[config.mk]
export PLATFORM = sky130hd
export DESIGN_NAME = rpp_div
export DESIGN_NICKNAME = d
export VERILOG_FILES = /design/src/sv/rpp_pkg.sv /design/src/sv/rpp_div.sv
export SDC_FILE = /design/constraint.sdc
export NUM_CORES = 1
export LEC_CHECK = 0
export BUFFER_PORTS_ARGS = -buffer_cell sky130_fd_sc_hd__buf_2
export CORE_MARGIN = 2
export CORE_UTILIZATION = 52
export DETAILED_ROUTE_END_ITERATION = 8
export PLACE_DENSITY_LB_ADDON = 0.12
export RECOVER_POWER = 25
export SLEW_MARGIN = 10
export SYNTH_ARGS = -nofsm -noshare
export SYNTH_HDL_FRONTEND = slang
export SYNTH_SLANG_ARGS = --single-unit
[constraint.sdc]
create_clock -name clock -period 6.55 [get_ports clock]
set_clock_uncertainty 0.2 [all_clocks]
set_input_delay 0.3275 -clock clock [delete_from_list [all_inputs] [get_ports clock]]
set_output_delay 0.3275 -clock clock [all_outputs]
set_load 0.1 [all_outputs]
[src/sv/rpp_pkg.sv]
`timescale 1ns / 1ps
`default_nettype none

package rpp_pkg;

   localparam int MAX_WAYPOINTS = 256;
   localparam int ADDR_W = $clog2(MAX_WAYPOINTS);
   localparam int LEN_W = $clog2(MAX_WAYPOINTS + 1);

   localparam int DIV_W = 64;
   localparam int DIV_CNT_W = $clog2(DIV_W + 1);

   localparam int WP_W = 64;

   typedef enum logic [1:0] {
      REQ_CLEAR   = 2'd0,
      REQ_APPEND  = 2'd1,
      REQ_CONTROL = 2'd2,
      REQ_UNUSED  = 2'd3
   } req_code_type;

   typedef struct packed {
      logic             start;
      logic [DIV_W-1:0] num;
      logic [DIV_W-1:0] den;
   } div_req_type;

   typedef struct packed {
      logic             done;
      logic [DIV_W-1:0] quot;
   } div_rsp_type;

endpackage

`default_nettype wire

[src/sv/rpp_div.sv]
`timescale 1ns / 1ps
`default_nettype none

module rpp_div
   import rpp_pkg::*;
(
   input  wire logic        clock,
   input  wire logic        reset,
   input  wire div_req_type div_req,
   output div_rsp_type      div_rsp
);

   logic                 busy_ff;
   logic                 done_ff;
   logic [DIV_CNT_W-1:0] cnt_ff;
   logic [DIV_W-1:0]     rem_ff;
   logic [DIV_W-1:0]     quo_ff;
   logic [DIV_W-1:0]     den_ff;

   logic [DIV_W:0]       rem_sh;
   logic                 take;

   // restoring division, one quotient bit per cycle
   assign rem_sh = {rem_ff, quo_ff[DIV_W-1]};
   assign take   = rem_sh >= {1'b0, den_ff};

   always_ff @(posedge clock) begin
      if (reset) begin
         busy_ff <= 1'b0;
         done_ff <= 1'b0;
         cnt_ff  <= '0;
      end else begin
         done_ff <= 1'b0;
         if (div_req.start && !busy_ff) begin
            busy_ff <= 1'b1;
            cnt_ff  <= DIV_CNT_W'(DIV_W);
            rem_ff  <= '0;
            quo_ff  <= div_req.num;
            den_ff  <= div_req.den;
         end else if (busy_ff) begin
            rem_ff <= take ? DIV_W'(rem_sh - {1'b0, den_ff}) : rem_sh[DIV_W-1:0];
            quo_ff <= {quo_ff[DIV_W-2:0], take};
            cnt_ff <= cnt_ff - DIV_CNT_W'(1);
            if (cnt_ff == DIV_CNT_W'(1)) begin
               busy_ff <= 1'b0;
               done_ff <= 1'b1;
            end
         end
      end
   end

   assign div_rsp.done = done_ff;
   assign div_rsp.quot = quo_ff;

   a_no_start_busy: assert property (@(posedge clock) disable iff (reset)
      div_req.start |-> !busy_ff)
      else $error("divider started while busy");

   a_done_idle: assert property (@(posedge clock) disable iff (reset)
      done_ff |-> !busy_ff)
      else $error("divider done while still busy");

   a_last_step: assert property (@(posedge clock) disable iff (reset)
      busy_ff && cnt_ff == DIV_CNT_W'(1) |=> done_ff)
      else $error("divider missed its done beat");

endmodule

`default_nettype wire

==> results.cfg, run 1 <==
[timing]
finalHoldViolCount = 0
period_share = 0.682
final_max_slew_viol_count = 0
finalCriticalPeriod_ns = 4.47
tightestPinTransition_ns = 1.21
worst_slack_ns = 2.08
max_freq_mhz = 224
setup_tns_ns = 0
grt_setup_unrepaired = no
slew_headroom = 0.195
setup_viol = 0
holdWs_ns = 0.0335

[finish]
instances_no_fill = 1875
nets = 1776
drive_gt1_frac = 0.125
fin_area_um2 = 15100
antenna_cells = 0
syn2layout_area_growth_pct = 25.7

[grt]
globalRouteOverflowTotal = 0
antenna_found_initial = 0
grt_max_degree = 76
gr-usage-all-layers = 0.261
grt_pass1_wl_mm = 51.5
grt_pass1_vias = 10400

[floorplan]
die_w_um = 156
io_pins = 196
fp.coreArea_um2 = 22700
start_util = 0.530
die-area_um2 = 24400
std_cell_rows = 55
die_h_um = 156

[setup_path]
r2r_start = rem_ff[13]
path_class = register to register
cp_common_cell = nor2_1
cp-end-kind = register
critPathTopFamily = compound AO/OA/AOI/OAI gates
r2r_cells = 12
crit_path_end = rem_ff[8]
worst-path-stages = 12
cp_max_fo = 67
critPathLaunchType = register
crit_path_cell_trace = ha_1 -> a21oi_2 -> o21ai_1 -> a221o_1 -> a32o_1 -> a2111oi_2 -> nor2_2 -> a211oi_4 -> buf_4 -> nor2_1 -> a21oi_1 -> nor2_1
critical_path_buf_inv_count = 1
cpPeakStageDelay_ns = 0.67
r2r_slack_ns = 2.08
crit_path_start = rem_ff[13]
r2r_end = rem_ff[8]
cp_slowest_cell = buf_4
cp.arrival_ns = 4.51
cp.required_ns = 6.59

[power]
max-vdd-ir-drop_v = 0.000222
leakagePower_nw = 6.45
power_switching_mw = 1.43
p_int_mw = 2.81
p_seq_frac = 0.383
combinationalPowerShare = 0.307
p_sw_frac = 0.336
p_per_area_nw_per_um2 = 280
pwr-share-clk = 0.310

[logic_synthesis]
syn_nets = 1488
seq_area_frac_synth = 0.494
netlist_area_um2 = 12000
syn_avg_cell_area_um2 = 9.34
synth-edff-count = 192
yosys_warnings = 0
yosys.area.top_type = edfxtp_1
yosysTopAreaCellShare = 0.479
synth_cell_types = 68
syn_inst = 1290
synthFlopType = edfxtp_1
ys_ff_latch = 201
async_flop_share = 0
synth_area_leaders = edfxtp_1 48%, nand2_1 8.0%, ha_1 6.9%

[placed_design]
pre_cts_ws_ns = 2.15
placedInstanceArea_um2 = 13200
post-dp-hpwl_mm = 20.5
place.gp.congestion = 0.885
place_inst = 1709
numPortBuffers = 195

[clock_tree]
cts_resized = 0
cts_max_level = 1
post-cts-setup-buffers = 0
cts.sinks = 201
worstSkewPairLatency_ns = 0.53
clk_pin_slew_ns = 0.06
cts_buffer_depth = 3
cts_made_buffers = 23
cts_tree = yes
cts_root_buf = clkbuf_16

[routing]
avgViaCountPerCell = 5.55
vias = 10400
routedWlPerCell_um = 16.9
final_antenna_net_count = 0
drt_pass1_iterations = 5
drc = 0
drt_first_iter_violations = 686
wirelength_mm = 31.7

[min_path]
min_path_type = input port to register
hold_path_depth = 4

[run]
cap_violations = 0

[outcome]
status = finished clean
worst min-delay path by stage:
stage | startpoint | endpoint | slack (ns)
final | div_req[128] | busy_ff | 0.03
after CTS | div_req[128] | busy_ff | 0.008
after global routing | div_req[128] | busy_ff | 0.06
after detailed placement | cnt_ff[6] | done_ff | 0.28
after floorplan | reset | cnt_ff[6] | 0.20
after global placement | cnt_ff[1] | cnt_ff[1] | 0.28
layout by cell type (no fill, tap or decap), drive strengths merged, types with 3 or more instances in the layout:
master and count:
and2 5, a211oi 10, bufinv 4, nand2b 16, nand4 25, mux2i 20, nor2 150, nor4b 3
o21ai 60, edfxtp 192, o21a 4, nand3 16, or2 3, inv 77, clkbuf 78, a31oi 11
dlygate4sd3 129, clkinv 4, nor4 7, xnor2 36, a41oi 3, dfxtp 9, o211ai 9, a21oi 112
nor3 17, buf 152, nor2b 5, nand2 256, o31ai 4, xor2 26, o21bai 11, and3 8
or3 5, a21o 23, ha 66
worst register-to-register path: stages, from the launching register on:
cell and delay [ns]:
edfxtp_1 0.41, ha_1 0.41, a21oi_2 0.22, o21ai_1 0.10
a221o_1 0.45, a32o_1 0.27, a2111oi_2 0.45, nor2_2 0.15
a211oi_4 0.49, buf_4 0.67, nor2_1 0.15, a21oi_1 0.17
nor2_1 0.05
state kept, by name, summed over array words and instances (netlist names):
signal	count
busy_ff	1
quo_ff	64
den_ff	64
cnt_ff	7
rem_ff	64
done_ff	1
cell families (layout without fill, tap and decap cells):
logic type | after synthesis | count (layout) | share of synthesized area
adder cells (fa/ha/maj) | 67 | 67 | 0.0702
XOR/XNOR | 62 | 62 | 0.0451
flip-flops | 201 | 201 | 0.494
AND/OR/NAND/NOR | 523 | 523 | 0.186
AO/OA/AOI/OAI | 271 | 271 | 0.138
multiplexers | 22 | 22 | 0.0185
buffers and inverters | 144 | 444 | 0.0487
power by group through the flow:
stage | Clock, mW | Combinational [mW] | Sequential, mW
floorplan | 0 | 0.767 | 1.85
global placement | 0 | 1.21 | 1.64
detailed placement | 0 | 1.23 | 1.65
CTS | 1.34 | 1.29 | 1.62
global route | 1.38 | 1.44 | 1.64
finish | 1.32 | 1.30 | 1.62
synthesized netlist by cell type (11+ instances only):
cell type,number
a21o_1,23
a21oi_1,108
a31oi_1,11
buf_2,21
clkbuf_1,42
edfxtp_1,192
ha_1,66
inv_1,76
mux2i_1,20
nand2_1,256
nand2b_1,16
nand3_1,16
nand4_1,25
nor2_1,149
nor3_1,17
o21ai_0,59
o21bai_1,11
xnor2_1,36
xor2_1,26
final cells by class:
| cell class | count | area [um2] |
|---|---|---|
| Clock inverter | 9 | 158 |
| Fill cell | 1853 | 7570 |
| Inverter | 76 | 285 |
| Timing Repair Buffer | 331 | 2260 |
| Clock buffer | 28 | 594 |
| Multi-Input combinational cell | 945 | 5540 |
| Sequential cell | 201 | 5950 |
| Tap cell | 285 | 357 |
stage by stage:
stage                     total power, mW  utilization
after floorplan                      2.62            -
after global placement               2.86        0.579
after detailed placement             2.87        0.579
after CTS                            4.26        0.669
after global routing                 4.46        0.667
final                                4.24        0.667
per-layer routing:
layer | share of wire | global-route usage | up-vias
met5 | 0 | 0 | -
met4 | 0.028 | 0.0795 | 0
met2 | 0.47 | 0.441 | 400
met3 | 0.066 | 0.0458 | 67
met1 | 0.43 | 0.344 | 4837
li1 | - | - | 5107
repair_timing:
item | CTS | global route
hold endpoints to repair | 131 | 0
hold buffers | 129 | 0
endpoints found under the setup margin | 0 | 0
(Power assumes the default switching activity.)
==> inputs of run 2 (changes only) <==
==> constraint.sdc (replaced) <==
create_clock -name clock -period 3.85 [get_ports clock]
set_clock_uncertainty 0.2 [all_clocks]
set_input_delay 0.1925 -clock clock [delete_from_list [all_inputs] [get_ports clock]]
set_output_delay 0.1925 -clock clock [all_outputs]
set_load 0.1 [all_outputs]
==> results.cfg, run 2 (synthesis gave the netlist of run 1 again) <==
[timing]
finalCriticalPeriod_ns = 3.67
slew_headroom = 0.198
final_max_slew_viol_count = 0
max_freq_mhz = 273
finalHoldViolCount = 0
grt_setup_unrepaired = yes
setup_tns_ns = 0
tightestPinTransition_ns = 1.21
worst_slack_ns = 0.182
period_share = 0.953
setup_viol = 0

[routing]
wirelength_mm = 31.9
drt_pass1_iterations = 5
maxUsedRoutingLayer = met4
drt_first_iter_violations = 739
vias = 10500
drc = 0
met2_length_mm = 15.4
wl_met3_mm = 2.11
avgViaCountPerCell = 5.50
routedWlPerCell_um = 16.7
met1_length_mm = 13.7
final_antenna_net_count = 0

[placed_design]
pre_cts_ws_ns = 0.122
post-dp-hpwl_mm = 21.0
numPortBuffers = 195
place.gp.congestion = 0.910

[setup_path]
cpPeakStageDelay_ns = 0.41
cp-end-kind = register
path_class = register to register
crit_path_cell_trace = ha_1 -> a21oi_1 -> o21ai_0 -> or2_2 -> o2111a_1 -> a2111oi_4 -> nor2_2 -> a211oi_4 -> buf_12 -> nor2_1 -> a21oi_1 -> nor2_1
cp_max_fo = 28
cp_slowest_cell = ha_1
worst-path-stages = 12
cp.arrival_ns = 3.70
critPathLaunchType = register
r2r_cells = 12
r2r_slack_ns = 0.18
critPathTopFamily = compound AO/OA/AOI/OAI gates
critical_path_buf_inv_count = 1
cp.required_ns = 3.88

[outcome]
status = finished clean

[grt]
grt_max_degree = 82
grt_pass1_vias = 10500
gr-usage-all-layers = 0.259
globalRouteOverflowTotal = 0
antenna_found_initial = 0
grt_pass1_wl_mm = 51.2

[floorplan]
io_pins = 196
start_util = 0.530
die_h_um = 156
die_w_um = 156
std_cell_rows = 55
die-area_um2 = 24400
fp.coreArea_um2 = 22700

[min_path]
hold_path_depth = 3
min_path_type = input port to register

[finish]
antenna_cells = 0
fin_util = 0.682
final_cell_mix = 256 x nand2_1, 192 x edfxtp_1, 148 x buf_2
nets = 1812
syn2layout_area_growth_pct = 28.6
reg.largest.list = den_ff x64, quo_ff x64, rem_ff x64
final_common_cell = nand2_1
drive_gt1_frac = 0.153

[run]
cap_violations = 0

[clock_tree]
cts_tree = yes
cts_max_level = 1
clk_pin_slew_ns = 0.06
cts.sinks = 201
worstSkewPairLatency_ns = 0.53
cts_buffer_depth = 3
cts_root_buf = clkbuf_16
cts_made_buffers = 22

[power]
max-vdd-ir-drop_v = 0.000393
leakagePower_nw = 6.64
power.total_mw = 7.16
p_per_area_nw_per_um2 = 462
-- run 2: cell types whose count changed in the layout (fill, tap and decap cells not counted), sizes merged --
| cell | change |
|---|---|
| buf | +39 |
| clkinv | +4 |
| bufinv | -3 |
| clkbuf | -1 |
| inv | -1 |
-- run 2: per-stage QoR --
stage	area [um2]	hold slack, ns	std cells
6_report	15500	0.139	1913
5_1_grt	15500	0.157	1913
4_1_cts	15500	0.121	1911
3_5_place_dp	13500	0.171	1744
3_3_place_gp	13500	0.170	1744
2_1_floorplan	12100	0.0653	1290
-- run 2: repair_timing --
item / in CTS / in global routing
endpoints found under the setup margin: 0 / 60
endpoints found under the hold margin: 135 / 0
setup buffers: 0 / 1
resized for setup: 0 / 11
hold buffers: 129 / 0
-- run 2: worst paths after layout --
| kind | to | from |
|---|---|---|
| max reg2reg | rem_ff[30] | rem_ff[11] |
| min | quo_ff[0] | div_req[128] |
| max | rem_ff[30] | rem_ff[11] |
| min reg2reg | cnt_ff[1] | cnt_ff[1] |
-- run 2: worst reg2reg max path: stages (launching register included) --
cell	delay [ns]
edfxtp_1	0.40
ha_1	0.41
a21oi_1	0.22
o21ai_0	0.13
or2_2	0.33
o2111a_1	0.32
a2111oi_4	0.36
nor2_2	0.14
a211oi_4	0.38
buf_12	0.22
nor2_1	0.08
a21oi_1	0.13
nor2_1	0.06
-- run 2: metal layers --
| layer | track usage | up-vias |
|---|---|---|
| met1 | 0.338 | 4888 |
| met4 | 0.0712 | 0 |
| li1 | - | 5178 |
| met2 | 0.449 | 404 |
| met5 | 0 | - |
| met3 | 0.0433 | 50 |
-- run 2: cell type report --
class / instances / area [um2]
Clock buffer: 29 / 607
Clock inverter: 9 / 92.6
Fill cell: 1807 / 7230
Inverter: 76 / 285
Multi-Input combinational cell: 945 / 5590
Sequential cell: 201 / 5950
Tap cell: 285 / 357
Timing Repair Buffer: 368 / 2610
-- run 2: where the power goes --
part	leakage [nW]	internal [mW]	switching, mW
Clock	0.346	1.18	0.865
Combinational	4.39	0.862	1.49
Sequential	1.91	2.66	0.106
Total	6.64	4.70	2.46
